**src/sv/khbh_pkg.sv**
```systemverilog
// Shared types and constants for the k-mer hash histogram block.
package khbh_pkg;

   localparam int MAX_BINS    = 1024;
   localparam int COUNT_WIDTH = 32;
   localparam int BIN_AW      = $clog2(MAX_BINS);

   // Configuration register indexes
   localparam logic [2:0] CSR_KMER_LENGTH = 3'd0;
   localparam logic [2:0] CSR_BIN_COUNT   = 3'd1;
   localparam logic [2:0] CSR_HASH_SEED   = 3'd2;
   localparam logic [2:0] CSR_HASH_METHOD = 3'd3;
   localparam logic [2:0] CSR_WY_SECRET_A = 3'd4;
   localparam logic [2:0] CSR_WY_SECRET_B = 3'd5;

   localparam logic CMD_PUSH = 1'b0;
   localparam logic CMD_READ = 1'b1;

   localparam logic METHOD_MURMUR = 1'b0;
   localparam logic METHOD_WY     = 1'b1;

   localparam logic [63:0] FMIX_C1 = 64'hff51afd7ed558ccd;
   localparam logic [63:0] FMIX_C2 = 64'hc4ceb9fe1a85ec53;
   localparam logic [63:0] MUR_C1  = 64'h87c37b91114253d5;
   localparam logic [63:0] MUR_C2  = 64'h4cf5ad432745937f;

   // Sequencer states
   typedef enum logic [3:0] {
      ST_IDLE,
      ST_CLEAR,
      ST_MUL,
      ST_ADD,
      ST_DIV,
      ST_READ,
      ST_WRITE,
      ST_OUT
   } state_type;

   // Multiplier op request from the sequencer
   typedef struct packed {
      logic        start;
      logic [63:0] a;
      logic [63:0] b;
   } mul_req_type;

   typedef struct packed {
      logic         done;
      logic [127:0] prod;
   } mul_rsp_type;

endpackage

```
**src/sv/khbh_mul.sv**
```systemverilog
// Iterative 64x64->128 multiplier: one 32x32 partial product per cycle.
module khbh_mul (
   input  logic                 clock,
   input  logic                 reset,
   input  khbh_pkg::mul_req_type req,
   output khbh_pkg::mul_rsp_type rsp
);
   logic [2:0]   step_ff, step_in;
   logic [63:0]  a_ff, a_in, b_ff, b_in;
   logic [127:0] acc_ff, acc_in;
   logic [31:0]  op_a, op_b;
   logic [63:0]  pp;
   logic [127:0] pp_sh;

   // select partial product for this step
   always_comb begin
      op_a  = step_ff[1] ? a_ff[63:32] : a_ff[31:0];
      op_b  = step_ff[0] ? b_ff[63:32] : b_ff[31:0];
      pp    = 64'(op_a) * 64'(op_b);
      case (step_ff[1:0])
         2'b00:   pp_sh = {64'd0, pp};
         2'b11:   pp_sh = {pp, 64'd0};
         default: pp_sh = {32'd0, pp, 32'd0};
      endcase
   end

   always_comb begin
      step_in = step_ff;
      a_in    = a_ff;
      b_in    = b_ff;
      acc_in  = acc_ff;
      if (req.start) begin
         step_in = 3'd4;
         a_in    = req.a;
         b_in    = req.b;
         acc_in  = '0;
      end else if (step_ff != 3'd0) begin
         acc_in  = acc_ff + pp_sh;
         step_in = step_ff - 3'd1;
      end
   end

   // step counts 4..1; its low two bits pick the operand halves
   always_ff @(posedge clock) begin
      if (reset) begin
         step_ff <= 3'd0;
      end else begin
         step_ff <= step_in;
      end
      a_ff   <= a_in;
      b_ff   <= b_in;
      acc_ff <= acc_in;
   end

   assign rsp.done = (step_ff == 3'd0);
   assign rsp.prod = acc_ff;
endmodule

```
**config.mk**
```make
export PLATFORM = sky130hd
export DESIGN_NAME = khbh_mul
export DESIGN_NICKNAME = d
export VERILOG_FILES = /design/src/sv/khbh_pkg.sv /design/src/sv/khbh_mul.sv
export SDC_FILE = /design/constraint.sdc
export NUM_CORES = 2
export LEC_CHECK = 0
export BUFFER_PORTS_ARGS = -buffer_cell sky130_fd_sc_hd__clkbuf_2
export CORE_AREA = 3 3 321 323
export CTS_BUF_LIST = sky130_fd_sc_hd__clkbuf_2 sky130_fd_sc_hd__clkbuf_4 sky130_fd_sc_hd__clkbuf_8
export CTS_CLUSTER_SIZE = 28
export DETAILED_ROUTE_END_ITERATION = 10
export DIE_AREA = 0 0 324 326
export PLACE_DENSITY = 0.76
export SLEW_MARGIN = 20
export SYNTH_ARGS = -nofsm -noshare
export SYNTH_HDL_FRONTEND = slang
export SYNTH_SLANG_ARGS = --single-unit
```
**constraint.sdc**
```tcl
create_clock -name clock -period 29 [get_ports clock]
set_input_delay 5.8 -clock clock [delete_from_list [all_inputs] [get_ports clock]]
set_output_delay 5.8 -clock clock [all_outputs]
set_load 0.03 [all_outputs]
```
### Word level (Yosys, flattened, before mapping)

Index checks and enable logic that the tools add are counted.

* register bits after elaboration: 259

* reduce and logical (&&, ||, !) cells: 5
* multiplexer cells: 5
* multiply operators: 1
* add/subtract/negate cells: 2
* equal/unequal tests: 1

Operators with widths (count)
* one-hot mux 128 bit (2 select lines): 1
* adder 128 bit: 1
* multiplier 32 x 32 -> 64 bit: 1
* 2-to-1 mux 32 bit: 2
* 2-to-1 mux 3 bit: 2
* logical NOT 3 bit: 1
* nonzero test 3 bit: 1
* subtractor 3 x 1 -> 3 bit, second input constant: 1
* equality test 2 bit, second input constant: 1
* logical NOT 2 bit: 1
* nonzero test 2 bit: 1
* OR reduction 2 bit: 1

### Longest topological paths before layout

* word-level depth: 4
* mapped depth: 48

### Worst setup path before layout

No wires, ideal clock.

* kind: reg2reg
* from: register step_ff[1]
* to: register acc_ff[127]
* data arrival time: 11.543 ns
* slack: 17.336 ns
* required time: 28.879 ns
* library setup time: 0.121 ns
* cell stages (with the launch flop): 44
* cells stage by stage: dfxtp_1 > clkbuf_1 > clkbuf_1 > buf_1 > mux2i_1 > clkbuf_1 > nor2_1 > fa_1 > fa_1 > inv_1 > fa_1 > fa_1 > inv_1 > fa_1 > fa_1 > fa_1 > fa_1 > ha_1 > (+8 left out) > o21a_1 > or3_1 > a21oi_2 > xor2_2 > o21ai_1 > ha_1 > a21oi_1 > o21ai_0 > a211oi_1 > o31ai_1 > a21oi_1 > o2111ai_1 > a21oi_1 > o21ai_1 > o2111ai_1 > a211oi_1 > or3b_1 > mux2_2

* longest elaborated chain between the ends: 4
* elaborated cells between the ends (all ways): 7

Ends and longest elaborated chain
* start, declared: RTL line khbh_mul.sv:8 `logic [2:0] step_ff, step_in;`
* start signal, assigned: RTL line khbh_mul.sv:48 `step_ff <= step_in;`
* 2-to-1 mux 32 bit: RTL line khbh_mul.sv:17 `op_a = step_ff[1] ? a_ff[63:32] : a_ff[31:0];`
* multiplier 32 x 32 -> 64 bit: RTL line khbh_mul.sv:19 `pp = 64'(op_a) * 64'(op_b);`
* one-hot mux 128 bit (2 select lines): RTL line khbh_mul.sv:20 `case (step_ff[1:0])`
* adder 128 bit: RTL line khbh_mul.sv:38 `acc_in = acc_ff + pp_sh;`
* end signal, assigned: RTL line khbh_mul.sv:52 `acc_ff <= acc_in;`
* end, declared: RTL line khbh_mul.sv:10 `logic [127:0] acc_ff, acc_in;`

Several ways; a longest one is shown, not always the timed one.
A chain may end at the register's enable or synchronous reset.

### Worst setup path after layout

* from: register step_ff[1]
* to: register acc_ff[112]

The elaborated chain is that of the path after synthesis.

==> summary.md <==
| Metric | Value |
|---|---|
| Slew headroom | 0.281 |
| Most common cell after layout, fill and taps aside | inv_1 |
| Reg-to-reg critical path startpoint | step_ff[1]$_SDFFE_PP0N_ |
| Synth area leaders | fa_1 (36%), ha_1 (10%), edfxtp_1 (7.7%) |
| CTS tree | yes |
| Syn Inst Count | slightly below 6,000 |
| Startpoint Class | register |
| Max Freq | about 70 MHz |
| Tot GR Track Use | 0.345 |
| Drt drc | 0 |
| Placed cell count | around 7,200 |
| Slowest-stage cell, CP | mux2i_4 |
| DRT Wirelength | approximately 180,000 um |
| Area growth syn-to-layout | 7.98% |
| Cell accounting for the most synthesized area | fa_1 |
| Via count | 43,700 |
| Initial DRC Count | between 4,000 and 5,000 |
| Post-route ant nets | 0 |
| Layout Skew | approximately 80 ps |
| Clock sinks | around 260 |
| Crit-path most repeated cell | fa_1 |
| Fin cells | 7,254 |
| Status | finished clean |
| Design area | roughly 54,000 um2 |
| Worst EP arrival | between 10,000 and 15,000 ps |
| Antenna violations before repair | 5 |
| CORE AREA | about 100,000 um2 |
| Post-CTS Setup Bufs | 0 |
| Placer Congestion | around 1 |
| Pre-antenna DRT Iters | 6 |
| Die width | around 320 um |
| Fin nets | about 7,300 |
| R2R cell count | 38 |
| Post_cts resized | 0 |
| Endpoints failing setup | 0 |
| Most frequent cells in the layout | inv_1 (898), fa_1 (897), nand2_1 (772), nor2_1 (758), ha_1 (400) |
| Synthesis-stage register bit count | between 200 and 300 |
| Post-DP Area | around 53,000 um2 |
| Hpwl dp | ~140,000 um |
| Top FF cell, synth | dfxtp_1 |
| TNS Setup | 0 ps |
| I/O Pins | 260 |
| CTS max path bufs | 3 |
| CTS buffer count | 49 |
| Clock latency at the later pin of the worst-skew pair | just under 800 ps |
| Synthesis warning total | 0 |
| Syn nets | around 7,200 |
| CP max stage delay | between 900 and 1000 ps |
| Reg clk slew, reported paths | roughly 70 ps |
| Area share of the largest cell type after synthesis | 0.358 |
| Vias in the first global route | around 45,000 |
| DR WL/cell | roughly 25 um |
| Fin crit share | 0.495 |
| Final worst path period need | 14,360 ps |
| Hold_buf cts | 0 |
| CP endpoint | acc_ff[112]$_SDFFE_PP0N_ |
| Kind of critical path | reg2reg |
| First-pass GRT wire length | 273,000 um |
| Full die area | roughly 110,000 um2 |
| RSZ-0062 raised after global routing | false |
| Overflow after GRT | 0 |
| Share of cells above drive strength 1 | 0.0988 |
| Post-synth EDFFs | 128 |
| CP Max Fanout | 36 |
| Largest net degree at the start of global routing | 108 |
| Critical path endpoint category | register |
| Final Hold Viols | 0 |
| Ys async rst share | 0 |
| Syn Std Cell Area | 50,100 um2 |
| # H-tree levels | 2 |
| # Max-Cap Violations | 0 |
| Mean Syn Cell Area | between 8 and 9 um2 |
| Clock root buffer | clkbuf_8 |
| Worst Path Required | between 20,000 and 30,000 ps |
| Vias per inst | between 6 and 7 |
| Worst slew pin tran | 1070 ps |
| Register-to-register setup slack | roughly 15,000 ps |
| Sequential-to-total area share from yosys stat | 0.129 |
| FF-to-FF End | acc_ff[112]$_SDFFE_PP0N_ |
| Final Max Slew Viols | 0 |
| Initial Util | 0.500 |
| Cell row count | around 120 |
| Worst min path class | reg2reg |
| CP startpoint | step_ff[1]$_SDFFE_PP0N_ |
| Die height | between 300 and 400 um |
| Netlist cell types | 86 |
| Port-buffer cells | 259 |
-- per-stage QoR --
| stage | hold WS (ps) | setup WS (ps) | util |
|---|---|---|---|
| floorplan | 519 | 17340 | - |
| global placement | 461 | 14770 | 0.529 |
| detailed placement | 470 | 15100 | 0.529 |
| CTS | 479 | 15110 | 0.540 |
| global route | 492 | 14230 | 0.540 |
| finish | 481 | 14640 | 0.540 |
-- area by class of cell --
class / count / area [um2]
flip-flops and latches: 259 / 6470
multi-input cells: 4342 / 39400
repair buffers: 362 / 2090
diodes: 4 / 10.0
inverters: 899 / 3370
well taps: 1298 / 1620
clock buffers: 59 / 756
fillers: 9132 / 46000
clock inverters: 31 / 399
-- routing by layer --
layer / global-route usage / vias to the layer above / wire length [um]
li1: - / 18700 / -
met1: 0.451 / 21600 / 69100
met2: 0.511 / 2688 / 77200
met3: 0.107 / 712 / 22500
met4: 0.186 / 6 / 12400
met5: 0.00185 / - / 55
-- worst min-delay path by stage --
| stage | to | from | cells after the start |
|---|---|---|---|
| 6_report | acc_ff[6]$_SDFFE_PP0N_ | acc_ff[6]$_SDFFE_PP0N_ | 2 |
| 5_1_grt | acc_ff[6]$_SDFFE_PP0N_ | acc_ff[6]$_SDFFE_PP0N_ | 2 |
| 4_1_cts | acc_ff[6]$_SDFFE_PP0N_ | acc_ff[6]$_SDFFE_PP0N_ | 2 |
| 3_5_place_dp | acc_ff[6]$_SDFFE_PP0N_ | acc_ff[6]$_SDFFE_PP0N_ | 2 |
| 3_3_place_gp | acc_ff[7]$_SDFFE_PP0N_ | acc_ff[7]$_SDFFE_PP0N_ | 2 |
| 2_1_floorplan | step_ff[2]$_SDFFE_PP0P_ | step_ff[2]$_SDFFE_PP0P_ | 2 |
-- worst max-delay path: cells and delay by family, from the launching register on --
kind / cells / cell delay (ps)
adders and majority gates: 10 / 4850
AOI/OAI and AO/OA: 13 / 4380
and+or+nand+nor: 10 / 2170
muxes: 1 / 940
buffers and inverters: 3 / 780
DFF: 1 / 700
xor gates and xnor gates: 1 / 320
-- synthesized netlist by cell type (36+ instances only) --
cell,count
inv_1,899
a21oi_1,313
a22o_1,46
ha_1,400
clkbuf_1,257
mux2i_1,64
dfxtp_1,131
nand3_1,41
edfxtp_1,128
nor2_1,759
xor2_1,78
and2_1,64
o21ai_0,194
nand2_1,773
a21o_1,84
nand4_1,70
mux2_2,53
nor3_1,42
fa_1,897
o21bai_1,36
xnor2_1,96
-- sequential cells by signal, indices dropped and copies added, names as in the netlist --
name     cells
a_ff        64
acc_ff     128
b_ff        64
step_ff      3
-- logic make-up after synthesis --
logic type / after synthesis / synth area share
buf+inv: 1192 / 0.0898
flops: 259 / 0.129
xor+xnor: 175 / 0.0307
fa+ha+maj: 1297 / 0.458
compound gates: 896 / 0.112
simple gates: 1847 / 0.153
mux: 127 / 0.0269
Power is not shown: default switching activity piles up to over one toggle a cycle in this logic, so the estimate is an artifact.
